$ cat src/rtl/reed_solomon_parity_encoder_unit_macros.svh
// ---------------------------------------------------------------------------
// Assertion macros for the RS parity encoder
// Shared concurrent assertion forms; each use expects clk and arst_n in scope.
// ---------------------------------------------------------------------------
`ifndef REED_SOLOMON_PARITY_ENCODER_UNIT_MACROS_SVH
`define REED_SOLOMON_PARITY_ENCODER_UNIT_MACROS_SVH

// consequent must hold in the same cycle as the antecedent
`define RSP_ASSERT_NOW(lbl, ante, cons, msg) \
	lbl: assert property (@(posedge clk) disable iff (!arst_n) (ante) |-> (cons)) \
		else $error(msg);

// consequent must hold in the cycle after the antecedent
`define RSP_ASSERT_NEXT(lbl, ante, cons, msg) \
	lbl: assert property (@(posedge clk) disable iff (!arst_n) (ante) |=> (cons)) \
		else $error(msg);

`endif

$ cat src/rtl/rsp_pkg.sv
// ---------------------------------------------------------------------------
// RS parity encoder package
// Beat types, field constants and GF(256) helpers.
// ---------------------------------------------------------------------------
package rsp_pkg;

	localparam logic [8:0] FIELD_POLY  = 9'h11D;
	localparam int         COUNT_LIMIT = 30;
	localparam logic [4:0] RESET_COUNT = 5'd10;

	typedef enum logic {
		REG_PARITY_COUNT = 1'b0
	} reg_idx_t;

	typedef struct packed {
		logic [7:0] data_byte;
		logic       block_last;
	} in_t;

	typedef struct packed {
		logic [7:0] parity_byte;
		logic       parity_last;
	} out_t;

	// multiply by alpha
	function automatic logic [7:0] gf_xtime(input logic [7:0] a);
		return {a[6:0], 1'b0} ^ (a[7] ? FIELD_POLY[7:0] : 8'h00);
	endfunction

	function automatic logic [7:0] gf_mul(input logic [7:0] a, input logic [7:0] b);
		logic [7:0] acc;
		logic [7:0] x;
		acc = 8'h00;
		x   = a;
		for (int i = 0; i < 8; i++) begin
			if (b[i])
				acc = acc ^ x;
			x = gf_xtime(x);
		end
		return acc;
	endfunction

	// zero acts as one, anything above cap saturates
	function automatic logic [4:0] clamp_count(input logic [4:0] v, input logic [4:0] cap);
		logic [4:0] n;
		n = v;
		if (n == 5'd0)
			n = 5'd1;
		if (n > cap)
			n = cap;
		return n;
	endfunction

endpackage

$ cat src/rtl/rsp_front.sv
// ---------------------------------------------------------------------------
// RS parity encoder front end
// Accepts data beats, runs the LFSR division and rebuilds the generator.
// ---------------------------------------------------------------------------
`include "reed_solomon_parity_encoder_unit_macros.svh"

module rsp_front #(
	parameter int DEPTH = 30
) (
	input  logic                       clk,
	input  logic                       arst_n,
	input  logic                       in_valid,
	output logic                       in_ready,
	input  rsp_pkg::in_t               in_data,
	input  logic                       cfg_we,
	input  logic [4:0]                 cfg_wdata,
	output logic [4:0]                 count,
	output logic                       push_valid,
	input  logic                       push_full,
	output logic [DEPTH-1:0][7:0]      push_vec,
	output logic [4:0]                 push_cnt
);

	localparam logic [4:0] CAP = 5'(DEPTH);

	logic [4:0]            count_q;
	logic                  busy_q;
	logic [4:0]            step_q;
	logic [7:0]            root_q;
	logic [DEPTH-1:0][7:0] gen_q;
	logic [DEPTH-1:0][7:0] preg_q;

	logic [DEPTH-1:0][7:0] shift_in;
	logic [DEPTH-1:0][7:0] prev_term;
	logic [DEPTH-1:0][7:0] lfsr_nxt;
	logic [DEPTH-1:0][7:0] gen_nxt;
	logic [7:0]            factor;
	logic                  accept;

	assign factor   = in_data.data_byte ^ preg_q[0];
	assign in_ready = !busy_q && !push_full;
	assign accept   = in_valid && in_ready;

	for (genvar j = 0; j < DEPTH; j++) begin : g_lane
		if (j < DEPTH - 1) begin : g_mid
			assign shift_in[j] = preg_q[j+1];
		end else begin : g_top
			assign shift_in[j] = 8'h00;
		end
		if (j == 0) begin : g_lead
			assign prev_term[j] = 8'h01;
		end else begin : g_rest
			assign prev_term[j] = gen_q[j-1];
		end
		assign lfsr_nxt[j] = shift_in[j] ^ rsp_pkg::gf_mul(gen_q[j], factor);
		// multiply the running product by (x - root)
		assign gen_nxt[j]  = gen_q[j] ^ rsp_pkg::gf_mul(prev_term[j], root_q);
	end

	always_ff @(posedge clk or negedge arst_n) begin
		if (!arst_n) begin
			count_q <= rsp_pkg::clamp_count(rsp_pkg::RESET_COUNT, CAP);
			busy_q  <= 1'b1;
			step_q  <= 5'd0;
			root_q  <= 8'h01;
			gen_q   <= '0;
			preg_q  <= '0;
		end else if (cfg_we) begin
			count_q <= rsp_pkg::clamp_count(cfg_wdata, CAP);
			busy_q  <= 1'b1;
			step_q  <= 5'd0;
			root_q  <= 8'h01;
			gen_q   <= '0;
			preg_q  <= '0;
		end else begin
			if (busy_q) begin
				gen_q  <= gen_nxt;
				root_q <= rsp_pkg::gf_xtime(root_q);
				step_q <= step_q + 5'd1;
				if (step_q == count_q - 5'd1)
					busy_q <= 1'b0;
			end
			if (accept) begin
				// drop the remainder once it is handed to the queue
				preg_q <= in_data.block_last ? '0 : lfsr_nxt;
			end
		end
	end

	assign count      = count_q;
	assign push_valid = accept && in_data.block_last;
	assign push_vec   = lfsr_nxt;
	assign push_cnt   = count_q;

	`RSP_ASSERT_NEXT(a_cfg_rebuild, cfg_we, busy_q && !in_ready, "no rebuild after count write")
	`RSP_ASSERT_NEXT(a_last_clears, push_valid, preg_q == '0, "remainder kept after last beat")
	`RSP_ASSERT_NOW(a_push_room, push_valid, !push_full, "push into full queue")

endmodule

$ cat config.mk
export PLATFORM = sky130hd
export DESIGN_NAME = rsp_front
export DESIGN_NICKNAME = d
export VERILOG_FILES = /design/src/rtl/rsp_pkg.sv /design/src/rtl/rsp_front.sv
export VERILOG_INCLUDE_DIRS = /design/src /design/src/rtl
export SDC_FILE = /design/constraint.sdc
export NUM_CORES = 2
export LEC_CHECK = 0
export BUFFER_PORTS_ARGS = -buffer_cell sky130_fd_sc_hd__buf_2
export CAP_MARGIN = 10
export CORE_UTILIZATION = 66
export CTS_BUF_LIST = sky130_fd_sc_hd__clkbuf_4 sky130_fd_sc_hd__clkbuf_8 sky130_fd_sc_hd__clkbuf_16
export CTS_CLUSTER_DIAMETER = 100
export DETAILED_ROUTE_END_ITERATION = 8
export PLACE_DENSITY_LB_ADDON = 0.05
export SLEW_MARGIN = 15
export SYNTH_ARGS = -nofsm -noshare
export SYNTH_HDL_FRONTEND = slang
export SYNTH_SLANG_ARGS = --single-unit
$ cat constraint.sdc
create_clock -name clk -period 12.2 [get_ports clk]
set_clock_uncertainty 0.1 [all_clocks]
set_input_delay 3.66 -clock clk [delete_from_list [all_inputs] [get_ports clk]]
set_output_delay 3.66 -clock clk [all_outputs]
set_load 0.05 [all_outputs]
==> Yosys cells after proc, flatten, opt, wreduce, memory -nomap -nowiden <==
Index checks and enable logic that the tools add are counted.
{ "totals": {"inputBits": 19, "ram_bits": 0, "out_inout_bits": 252, "latch_bits": 0, "mem_count": 0, "reg_bits": 499, "romBits": 0} }
{ "op_classes": {"order_cmp": 1, "n_mul": 0, "n_div": 0, "muxes": 706, "bitwise": 691, "n_shift": 0, "n_reduce_logical": 8, "eq_ne": 1, "add_sub_neg": 2} }
{ "op_table": {"columns": ["op", "count"], "rows": [
  ["2-to-1 mux 8 bit", 475],
  ["bitwise XOR 8 bit", 473],
  ["bitwise XOR 8 x 5 -> 8 bit", 211],
  ["2-to-1 mux 240 bit", 5],
  ["2-to-1 mux 5 bit", 217],
  ["2-to-1 mux 7 bit", 1],
  ["inverter 1 bit, first input constant", 7],
  ["2-to-1 mux 6 bit", 1],
  ["adder 5 x 1 -> 5 bit, second input constant", 1],
  ["== test 5 bit", 1],
  ["> comparator 5 bit, second input constant", 1],
  ["logical NOT 5 bit", 1],
  ["subtractor 5 x 1 -> 5 bit, second input constant", 1],
  ["2-to-1 mux 1 bit", 4],
  ["2-to-1 mux 4 bit", 1],
  ["nonzero test 2 bit", 2],
  ["logical AND 1 bit", 3],
  ["2-to-1 mux 3 bit", 1],
  ["logical NOT 1 bit", 2],
  ["2-to-1 mux 2 bit", 1]
]} }

==> Depth between registers and ports, before layout <==
{ "logic_depth": {"word_depth": 20, "mapped_depth": 12, "depth_no_buf": 8} }

==> Worst setup path before layout <==
Ideal clock, no wire load.
{ "synth_timing": {"path_kind": "input-to-output", "start": "input in_data[7] (netlist bit)", "end": "output push_vec[162] (netlist bit)", "stages": 7, "required_time_ns": 8.440, "arrival_time_ns": 5.836, "n_path_buf": 3, "setup_slack_ns": 2.604, "path_cell_list": "xnor2_1 clkbuf_1 clkbuf_1 buf_1 nor2_1 xor2_1 xnor2_1"} }
{ "synth_rtl": {"columns": ["element", "line_no", "rtl"], "rows": [
  ["start: declaration", "rsp_front.sv:14", "input rsp_pkg::in_t in_data,"],
  ["end: declaration", "rsp_front.sv:20", "output logic [DEPTH-1:0][7:0] push_vec,"]
]} }

==> key figures <==
Synthesis
  – Post-synth cell types: 61
  – Post-synth net total: 11,030
  – Post-Synth XOR/XNOR Area: 50.19%
  – Syn Inst Count: 11,010
  – Async SR Flop Fraction: 100.0%
  – Netlist Area Pre-Place: 81,050 sq um
  – Mean Syn Cell Area: 7.360 sq um
  – Post-synth EDFFs: 0
  – Mux contribution to synthesized area: 0.7363%
  – Post-synth top flop: dfrtp_1
  – Synth Area in Compound Gates: 7.847%
  – Largest family of logic cells by synthesized area: XOR/XNOR gates
  – Simple-Gate Fraction of Synth Area: 20.06%
  – Adder-cell area share of the yosys netlist: 0.04631%
  – Synthesis Warnings: 0
  – Sequential share of the synthesized area: 15.41%
  – Register bit total from synthesis: 499

Die
  – Core area: 121,700 sq um
  – Placement row count: 128
  – Die area: 124,200 sq um
  – Die height: 352.4 microns
  – Die width: 352.4 microns
  – Initial Utilization: 66.59%
  – I/O pins: 271

Cells and area
  – Finished Cell Area: 84,170 sq um
  – Register area: 12,530 sq um
  – Final core occ: 69.15%
  – Most frequent cells in the layout: xnor2_1, nand2_1, nor2_1
  – Fill count: 10,390
  – Final std cells w/o fill: 12,190
  – Area of the multi-input gates: 64,220 sq um
  – Commonest non-fill, non-tap cell in the layout: xnor2_1
  – Number of nets in the layout: 10,520
  – Syn-to-layout area delta: 3.848%
  – Layout cells sized above 1: 6.964%

Worst hold path
  – Worst min-delay path category: flop to flop

Clock network
  – Clock Path Buffers: 3
  – Hold buffers post-CTS: 0
  – CTS resizes: 0
  – H-Tree Depth: 3
  – Root Driver: clkbuf_16
  – Clock Latency Late Sink: 0.71 ns
  – Reg clk slew, reported paths: 0.05 ns
  – CTS tree: done
  – Setup bufs post-CTS: 0
  – Clock sink count: 499
  – Total CTS buffers: 71

Setup path
  – R2R depth: 9
  – CP Class: input port to output port
  – Critical Path Source Type: input port
  – Critical path arrival: 6.97 ns
  – R2r setup slk: 7.35 ns
  – Setup crit end: push_vec[18]
  – CP Data Required Time: 8.44 ns
  – Launch point of the critical path: in_data[4]
  – Crit-path max FO: 70
  – Worst R2R End: gen_q[129]$_DFFE_PN0P_
  – Reg-to-Reg Start: root_q[2]$_DFFE_PN0P_
  – CP endpoint kind: output port

Placed design
  – Buffers on Ports: 270
  – Detailed placement HPWL: 174,800 microns
  – Placed cell areas: 81,640 sq um
  – Placed cell count: 12,050
  – Final GP Congestion: 0.9468

GRT
  – Gr ovfl total: 0
  – Vias in the first global route: 71,810
  – Initial antenna violation count: 8
  – Largest net degree at the start of global routing: 171
  – Total GRT Usage: 45.27%
  – First-pass GRT wire length: 438,900 microns

Routing
  – DRC errors left: 0
  – Final ANT Viol Nets: 0
  – M1 WL: 108,700 microns
  – Met3 Wirelength: 40,430 microns
  – Total vias in the final route: 75,200
  – Initial drt markers: 9,959
  – Wire length on met2: 123,100 microns
  – DRT Wirelength: 289,600 microns
  – Pre-antenna DRT Iters: 8
  – Per-cell routed wire length: 23.76 microns
  – Highest metal used: met5
  – Post-DR vias/cell: 6.170

STA
  – Setup Viol. Count Final: 0
  – Hold Vio Cnt, Final: 0
  – Fin crit period: 10.73 ns
  – Top achievable clock speed: 93.23 MHz
  – Rel. slew slack: 10.25%
  – Unrepaired setup endpoints after global routing: no
  – Final Max Tran Viols: 0
  – Crit share post-route: 87.92%
  – Slew @ Worst Pin: 1.345 ns
  – Setup TNS: 0 ns

Status
  – Status: completed

Run
  – Max-Cap Viols: 0
worst max-delay path: stages:
cell and delay (ns):
buf_2 0.19, xor2_4 0.22, buf_12 0.39, buf_4 0.75, xnor2_1 0.14, o21ai_0 0.22
xnor2_1 0.16, xnor2_1 0.10, xnor2_1 0.65, buf_2 0.39
through the flow:
stage	setup slack, ns	hold slack (ns)
after floorplan	2.604	0.3856
after global placement	1.651	0.4041
after detailed placement	1.640	0.4015
after CTS	1.621	0.4218
after global routing	1.403	0.4303
final	1.474	0.4195
cell type report:
class / instances / area share [%]
repair buffers: 415 / 3.264
clock inverters: 29 / 0.4281
well taps: 1625 / 2.416
flip-flops and latches: 499 / 14.88
clock buffers: 100 / 2.534
inverters: 33 / 0.1576
multi-input cells: 9478 / 76.29
diodes: 9 / 0.02676
sequential cells by signal, indices dropped and copies added, names as in the netlist:
register and flops:
busy_q 1, count 5, gen_q 240, preg_q 240, root_q 8, step_q 5
synthesized netlist by cell type (29+ instances only):
cell type	n	area share [%]
xor2_1	1093	12
nor3_1	32	0.20
inv_1	29	0.13
mux2_2	29	0.40
xor3_1	32	0.94
nand2_1	2738	13
buf_1	154	0.71
xnor3_1	135	3.8
a21oi_1	191	1.2
buf_2	434	2.7
o21ai_0	179	1.1
a22oi_1	76	0.70
clkbuf_1	363	1.7
nor2_1	1214	5.6
dfrtp_1	495	15
nand2b_1	124	0.96
xnor2_1	3001	32
a31o_2	50	0.54
a32oi_1	60	0.65
o22ai_1	43	0.33
buf_4	47	0.44
a22o_1	240	2.6
per-layer routing:
| metal | track usage [%] | vias up |
|---|---|---|
| met2 | 68.28 | 5061 |
| met3 | 12.05 | 1139 |
| li1 | - | 33060 |
| met4 | 24.69 | 12 |
| met1 | 58.79 | 35940 |
| met5 | 0 | - |
worst min-delay path by stage:
stage	from	cells after the start	slack, ns	end
after CTS	preg_q[78]$_DFFE_PN0P_	1	0.42	preg_q[78]$_DFFE_PN0P_
after global placement	preg_q[123]$_DFFE_PN0P_	1	0.40	preg_q[123]$_DFFE_PN0P_
final	preg_q[176]$_DFFE_PN0P_	1	0.42	preg_q[176]$_DFFE_PN0P_
after detailed placement	preg_q[178]$_DFFE_PN0P_	1	0.40	preg_q[178]$_DFFE_PN0P_
after floorplan	preg_q[101]$_DFFE_PN0P_	1	0.39	preg_q[101]$_DFFE_PN0P_
after global routing	preg_q[206]$_DFFE_PN0P_	1	0.43	preg_q[206]$_DFFE_PN0P_
logic make-up after synthesis:
logic type	after synthesis
AOI/OAI and AO/OA	914
xor gates and xnor gates	4320
adders and majority gates	3
buffers and inverters	1035
DFF	499
muxes	56
and+or+nand+nor	4185
Power is not shown: default switching activity piles up to over one toggle a cycle in this logic, so the estimate is an artifact.
