`src/rtl/reed_solomon_parity_encoder_unit_macros.svh`:
```
// ---------------------------------------------------------------------------
// Assertion macros for the RS parity encoder
// Shared concurrent assertion forms; each use expects clk and arst_n in scope.
// ---------------------------------------------------------------------------
`ifndef REED_SOLOMON_PARITY_ENCODER_UNIT_MACROS_SVH
`define REED_SOLOMON_PARITY_ENCODER_UNIT_MACROS_SVH

// consequent must hold in the same cycle as the antecedent
`define RSP_ASSERT_NOW(lbl, ante, cons, msg) \
	lbl: assert property (@(posedge clk) disable iff (!arst_n) (ante) |-> (cons)) \
		else $error(msg);

// consequent must hold in the cycle after the antecedent
`define RSP_ASSERT_NEXT(lbl, ante, cons, msg) \
	lbl: assert property (@(posedge clk) disable iff (!arst_n) (ante) |=> (cons)) \
		else $error(msg);

`endif

```
`src/rtl/rsp_queue.sv`:
```
// ---------------------------------------------------------------------------
// RS parity encoder block queue
// Two-entry FIFO of finished remainders between front and back end.
// ---------------------------------------------------------------------------
`include "reed_solomon_parity_encoder_unit_macros.svh"

module rsp_queue #(
	parameter int WIDTH = 245
) (
	input  logic             clk,
	input  logic             arst_n,
	input  logic             push,
	input  logic [WIDTH-1:0] push_data,
	output logic             full,
	input  logic             pop,
	output logic [WIDTH-1:0] pop_data,
	output logic             valid
);

	logic [1:0][WIDTH-1:0] mem_q;
	logic                  wr_q;
	logic                  rd_q;
	logic [1:0]            cnt_q;

	assign full     = cnt_q == 2'd2;
	assign valid    = cnt_q != 2'd0;
	assign pop_data = mem_q[rd_q];

	always_ff @(posedge clk) begin
		if (push)
			mem_q[wr_q] <= push_data;
	end

	always_ff @(posedge clk or negedge arst_n) begin
		if (!arst_n) begin
			wr_q  <= 1'b0;
			rd_q  <= 1'b0;
			cnt_q <= 2'd0;
		end else begin
			if (push)
				wr_q <= !wr_q;
			if (pop)
				rd_q <= !rd_q;
			case ({push, pop})
				2'b10:   cnt_q <= cnt_q + 2'd1;
				2'b01:   cnt_q <= cnt_q - 2'd1;
				default: cnt_q <= cnt_q;
			endcase
		end
	end

	`RSP_ASSERT_NOW(a_pop_empty, pop, valid, "pop from empty queue")

endmodule

```
`config.mk`:
```
export PLATFORM = sky130hd
export DESIGN_NAME = rsp_queue
export DESIGN_NICKNAME = d
export VERILOG_FILES = /design/src/rtl/rsp_queue.sv
export VERILOG_INCLUDE_DIRS = /design/src /design/src/rtl
export SDC_FILE = /design/constraint.sdc
export NUM_CORES = 1
export LEC_CHECK = 0
export ABC_AREA = 1
export ABC_CLOCK_PERIOD_IN_PS = 13100
export BUFFER_PORTS_ARGS = -buffer_cell sky130_fd_sc_hd__buf_2
export CAP_MARGIN = 20
export CORE_MARGIN = 5
export CORE_UTILIZATION = 33
export DETAILED_ROUTE_END_ITERATION = 10
export SLEW_MARGIN = 25
export SYNTH_ARGS = -nofsm -noshare
export SYNTH_HDL_FRONTEND = slang
export SYNTH_SLANG_ARGS = --single-unit
```
`constraint.sdc`:
```
create_clock -name clk -period 13.1 [get_ports clk]
set_input_delay 1.31 -clock clk [delete_from_list [all_inputs] [get_ports clk]]
set_output_delay 1.31 -clock clk [all_outputs]
set_load 0.05 [all_outputs]
```
# Yosys cells after proc, flatten, opt, wreduce, memory -nomap -nowiden
# Index checks and enable logic that the tools add are counted.
# Widths: inputs -> output; s select.
[totals] register_bits=494 latch_bits=0 ram_bits=0 rom_bits=0 input_bits=249 wordCells=24 n_memories=0
[classes] add_sub_neg=2 mul=0 div_mod_pow=0 order_cmp=3 eq_ne=3 shifts=0 muxes=6 bitwise=0 n_reduce_logical=5
[op_table] op="$mux 245" n=3
[op_table] op="$bwmux 490" n=1
[op_table] op="$demux 245 s1" n=1
[op_table] op="$eq 2x2->1 const B" n=2
[op_table] op="$lt 1x2->1 const B" n=2
[op_table] op="$pmux 2 s2" n=1
[op_table] op="$reduce_bool 2->1" n=2
[op_table] op="$add 2x1->2 const B" n=1
[op_table] op="$eq 2x1->1 const B" n=1
[op_table] op="$logic_not 1->1" n=2
[op_table] op="$sub 2x1->2 const B" n=1
[op_table] op="$ge 1x1->1 const B" n=1
[op_table] op="$logic_and 1x1->1" n=1

# Longest topological paths before layout
# Gate-level depths: netlist of the first run.
[logic_depth] ltp_word=5 depth_mapped=7 mapped_depth_nobuf=7

# Worst setup path before layout of the first run
# Ideal clock, no wire load.
[synth_timing] kind="input to register" start="input port push" end="register mem_q[0] in the netlist's numbering (enable)" arrival_ns=11.622 slack_ns=0.616 stages=2 path_buffers=0 cell_sequence="inv_1 -> nor2_1"
[synth_lines] item="start: declaration" line="rsp_queue.sv:12" source="input logic push,"
[synth_lines] item="end signal: indexed assignment" line="rsp_queue.sv:31" source="mem_q[wr_q] <= push_data;"
[synth_lines] item="end: declaration" line="rsp_queue.sv:20" source="logic [1:0][WIDTH-1:0] mem_q;"
# No word-level cell between the ends.

# Final worst setup path of the first run
[layout_timing] start="register rd_q" end="output port pop_data[32]"
[layout_via] elab_chain_cells=2
[layout_lines] item="start: declaration" line="rsp_queue.sv:22" source="logic rd_q;"
[layout_lines] item="start signal: assignment" line="rsp_queue.sv:43" source="rd_q <= !rd_q;"
[layout_lines] item="$mux 245 (implied by the code) (2 in a row)" line="rsp_queue.sv:27" source="assign pop_data = mem_q[rd_q];"
[layout_lines] item="end: declaration" line="rsp_queue.sv:16" source="output logic [WIDTH-1:0] pop_data,"
# Every way passes these cells. The select of a mux whose other input is x is not followed.

==> results.ini, run 1 <==
[floorplan]
rows=89
ioPinCount=496
initial_core_util_pct=33.1
core_area_sq_um=58800
die_y_um=253
die_w_um=253
dieArea_sq_um=64000

[worst_setup_path]
worst_path_max_delay_cell=dfrtp_4
endpoint_kind=primary output
reg2reg_depth=3
worstPathArrival_ns=4.02
reg2reg_to=mem_q[147]
path_buf_inv=3
crit_family=buffers and inverters
required_ns=11.79
worstPathMaxFanout=176
slowest_delay_ns=1.01
path_depth=5
reg2reg_slack_ns=9.91
cp-start-kind=flip-flop
cp_cell_sequence=buf_4 -> buf_12 -> nand2_1 -> o21ai_2 -> buf_2
crit_type=flip-flop to primary output
timing.rr.start=wr_q

[global_route]
track_usage_pct=12.9
grt_pass1_vias=11600
grt_max_degree=177
grt_overflow=0
grt_pass1_wl_um=64600
antenna_found_initial=12

[routing]
wl_per_cell_um=16.3
ant_nets=0
routed_via_density=4.32
postRouteWirelength_um=43000
drtIter0Drc=572
vias=11400
firstDrtPassIters=4
drc=0

[synth]
avgSynthCellArea_sq_um=14.9
synth-seq-area-share_pct=76.0
synth_seq_cells=494
synth_cells=1304
ys_types=16
synth_area_sq_um=19500
yosys_warnings=0
synthesis.nets=1554

[finish]
final_cell_mix=buf_2, edfxtp_1, nand2_1
drive_gt1_share_pct=44.1
syn_to_final_growth_pct=23.1
fin_cells=2634
nets=2058
fillers=5482
final_common_cell=buf_2

[cts]
cts_buffers=53
cts_resized=0
clock_latency_ns=0.57
ctsHtreeMaxLevel=2
cts_tree=done
root_buffer=clkbuf_16
hold_buffers=0
cts_setup_buffers=0
cts.sinks=494
cts_max_path_buffers=3
clk_pin_slew_ns=0.06

[placed_design]
port_buffers=495
dp_hpwl_um=29700
gpl.final_weighted_congestion=0.819
dp_cells=2526

[timing]
post-route-period-util_pct=40.7
max_slew_margin_pct=17.6
tns_ns=0
clock.fmax_mhz=187
drv_slew=0
hold_viol=0
worstMarginPinSlew_ns=1.24
clock_skew_ns=0.0191
setup_viol=0
post-route-min-period_ns=5.33
grt_setup_unrepaired=false

[min_path]
min_path_cells=2
min_to=cnt_q[1]
worstHoldPathType=flip-flop to flip-flop
min_from=cnt_q[1]

[pwr]
leakage_nw=10.0
ir_drop_uv=184
p_per_area_nw_per_um2=267

[outcome]
outcome=finished, final reports clean

[job]
drv_cap=0

-- kinds of logic (layout without fill, tap and decap cells) --
family	after synthesis	in the layout	share of synthesized area, %
buf+inv	306	853	8.04
simple gates	255	255	4.93
flops	494	494	76.0
xor+xnor	3	3	0.135
other cells	0	10	0
fa+ha+maj	1	1	0.0642
compound gates	245	245	10.8
-- worst max-delay path by stage --
stage          start           end
3_3_place_gp    rd_q  pop_data[73]
2_1_floorplan   push      mem_q[0]
6_report        rd_q  pop_data[32]
3_5_place_dp    rd_q  pop_data[32]
5_1_grt         rd_q  pop_data[49]
4_1_cts         rd_q  pop_data[32]
-- sequential cells by signal (all words and copies together), names as in the netlist --
signal	count
rd_q	1
wr_q	1
mem_q	490
cnt_q	2
-- worst reg2reg max path, delay by kind of cell (launching register included) --
| kind | cells | cell delay [ns] |
|---|---|---|
| buffers and inverters | 2 | 1.55 |
| and+or+nand+nor | 1 | 0.74 |
| DFF | 1 | 0.43 |
-- metal layers --
metal	track usage [%]	wire, um
met5	0	38
met4	5.20	1330
met3	3.92	3340
met2	22.9	22500
met1	14.5	15800
-- Yosys cell counts --
| master | number | area share (%) |
|---|---|---|
| nor2_1 | 2 | 0.039 |
| o21ai_1 | 10 | 0.26 |
| edfxtp_1 | 490 | 75 |
| buf_8 | 21 | 1.6 |
| buf_6 | 8 | 0.46 |
| nand4_1 | 1 | 0.032 |
| xor2_1 | 2 | 0.090 |
| inv_1 | 251 | 4.8 |
| nand3_1 | 1 | 0.026 |
| nand2_1 | 251 | 4.8 |
| ha_1 | 1 | 0.064 |
| xnor2_1 | 1 | 0.045 |
| dfrtp_1 | 4 | 0.51 |
| buf_4 | 24 | 0.92 |
| o21ai_2 | 235 | 11 |
| buf_12 | 2 | 0.21 |
-- per-stage QoR --
stage	setup slack (ns)	power [mW]	hold WS, ns	util, %	area, sq um
4_1_cts	7.74	6.51	0.480	40.8	24000
6_report	7.77	6.41	0.492	40.8	24000
3_5_place_dp	8.39	5.16	0.477	38.1	22400
5_1_grt	7.46	6.74	0.486	40.8	24000
3_3_place_gp	8.49	5.13	0.462	38.1	22400
2_1_floorplan	0.616	4.73	0.442	-	19500
-- area by class of cell --
| cell class | count | area (sq um) | area share, % |
|---|---|---|---|
| antenna | 10 | 25.0 | 0.104 |
| clock inverter | 32 | 180 | 0.751 |
| sequential | 494 | 14800 | 61.7 |
| timing repair buffer | 504 | 2570 | 10.7 |
| inverter | 251 | 950 | 3.96 |
| multi-input combinational | 504 | 3120 | 13.0 |
| clock buffer | 66 | 1380 | 5.73 |
| tap | 773 | 967 | 4.03 |
-- power by group --
part | switching [mW] | total [mW] | internal [mW]
Clock | 0.586 | 1.33 | 0.746
Combinational | 2.29 | 2.87 | 0.580
Sequential | 0.110 | 2.21 | 2.10
(Power assumes the default switching activity.)
==> run 2, diff against run 1 <==
- ABC_CLOCK_PERIOD_IN_PS: 13100 -> 4780
- clock period: 13.1 -> 4.78 ns (I/O delays scaled with it)
==> results.ini, run 2 (same netlist as run 1, synthesis figures left out) <==
[global_route]
grt_pass1_vias=11400  ; -1.5%
antenna_found_initial=7  ; -5
grt_pass1_wl_um=64700  ; about the same
grt_overflow=0  ; unchanged
track_usage_pct=12.9  ; -0.021 points
grt_max_degree=169  ; -4.5%

[worst_setup_path]
slowest_delay_ns=0.70  ; -0.31 ns
worstPathMaxFanout=43  ; -76%
worstPathArrival_ns=2.49  ; -1.53 ns
endpoint_kind=primary output
crit_type=flip-flop to primary output
worst_path_max_delay_cell=dfrtp_4
crit_family=buffers and inverters
cp-start-kind=flip-flop
path_buf_inv=3  ; unchanged
required_ns=4.30  ; -7.49 ns
cp_cell_sequence=buf_12 -> buf_4 -> nand2_1 -> o21ai_2 -> buf_2

[routing]
drc=0  ; unchanged
routed-wl-met2_um=22400  ; -0.60%
drtIter0Drc=534  ; -6.6%
top_layer_used=met5
drt-met1-wl_um=16100  ; +2.0%
postRouteWirelength_um=43000  ; about the same
ant_nets=0  ; unchanged
routed_via_density=4.32  ; about the same
route.met3.wl_um=3420  ; +2.3%
wl_per_cell_um=16.3  ; -0.26%
firstDrtPassIters=4  ; unchanged
vias=11400  ; +0.18%

[placed_design]
dp_hpwl_um=29800  ; +0.36%
gpl.final_weighted_congestion=0.815  ; -0.56%
port_buffers=495  ; unchanged

[finish]
final_core_util_pct=41.2  ; +0.38 points
syn_to_final_growth_pct=24.3
fillers=5528  ; +0.84%
nets=2071  ; +0.63%
final_cell_mix=buf_2, edfxtp_1, nand2_1
top_register=mem_q
final_common_cell=buf_2
largest_register_ffs=490  ; unchanged
largestRegisters=mem_q x490, cnt_q x2
drive_gt1_share_pct=43.9  ; -0.26 points

[pwr]
ir_drop_uv=481  ; +160%
leakage_nw=10.1  ; +0.98%
p_total_mw=17.8  ; +180%
p_per_area_nw_per_um2=736  ; +180%

[cts]
cts_setup_buffers=0  ; unchanged
root_buffer=clkbuf_16
cts_buffers=52  ; -1.9%
clk_pin_slew_ns=0.06  ; about the same
cts_tree=done
clock_latency_ns=0.58  ; about the same
cts.sinks=494  ; unchanged
cts_max_path_buffers=3  ; unchanged
ctsHtreeMaxLevel=2  ; unchanged

[timing]
hold_viol=0  ; unchanged
clock.fmax_mhz=337
setup_viol=0  ; unchanged
post-route-min-period_ns=2.97
post-route-period-util_pct=62.2
drv_slew=0  ; unchanged
grt_setup_unrepaired=false
clock_skew_ns=0.0182  ; -0.000909 ns
max_slew_margin_pct=51.6  ; +34 points
tns_ns=0  ; unchanged
worstMarginPinSlew_ns=0.724  ; -0.512 ns

[floorplan]
die_y_um=253  ; unchanged
ioPinCount=496  ; unchanged
die_w_um=253  ; unchanged
core_area_sq_um=58800  ; unchanged
rows=89  ; unchanged
initial_core_util_pct=33.1  ; unchanged
dieArea_sq_um=64000  ; unchanged

[outcome]
outcome=finished, final reports clean

[min_path]
worstHoldPathType=input pin to flip-flop

[job]
drv_cap=0  ; unchanged

## run 2: repair_timing
item,4_1_cts,5_1_grt
hold endpoints to repair,4,0
gates resized for setup,0,0
hold buffers,1,0
## run 2: worst reg2reg max path, stage by stage, from the launching register on
cell	delay [ns]
dfrtp_1	0.42
nand2_1	0.11
clkinvlp_4	0.12
buf_12	0.32
buf_16	0.48
## run 2: layer usage
| metal | global-route usage [%] | vias to the layer above |
|---|---|---|
| met4 | 4.06 | 6 |
| li1 | - | 5538 |
| met2 | 22.5 | 348 |
| met1 | 15.1 | 5444 |
| met3 | 4.16 | 68 |
| met5 | 0 | - |
## run 2: layout make-up
| class | instances | area, sq um | share of cell area, % |
|---|---|---|---|
| flip-flops and latches | 494 | 14800 | 61.2 |
| multi-input cells | 504 | 3120 | 12.9 |
| repair buffers | 518 | 2810 | 11.6 |
| clock buffers | 77 | 1420 | 5.85 |
| well taps | 773 | 967 | 3.99 |
| inverters | 251 | 946 | 3.90 |
| clock inverters | 18 | 140 | 0.579 |
| diodes | 4 | 10.0 | 0.0413 |
## run 2: worst paths after layout
kind | startpoint | end | slack [ns] | cells after the start
setup / recovery | rd_q | pop_data[159] | 1.81 | 5
setup reg to reg | wr_q | mem_q[291] | 2.75 | 4
max in group asynchronous | arst_n | rd_q | 4.36 | 2
min in group asynchronous | arst_n | cnt_q[1] | 0.27 | 2
hold reg to reg | cnt_q[1] | cnt_q[1] | 0.48 | 2
hold / removal | push_data[231] | mem_q[476] | 0.08 | 1
## run 2: metrics by stage
step | setup slack [ns] | hold WS [ns] | cell area [sq um] | instances
2_1_floorplan | 0.167 | 0.182 | 19500 | 1304
3_3_place_gp | 2.22 | 0.286 | 22600 | 2537
5_1_grt | 1.60 | 0.0357 | 24200 | 2639
3_5_place_dp | 2.17 | 0.294 | 22600 | 2537
6_report | 1.81 | 0.0787 | 24200 | 2639
4_1_cts | 1.53 | 0.0251 | 24200 | 2633
## run 2: power by group
| part | switching (mW) | internal [mW] |
|---|---|---|
| combinational | 6.42 | 1.73 |
| clock | 1.56 | 2.15 |
| sequential | 0.231 | 5.75 |
| total | 8.21 | 9.63 |
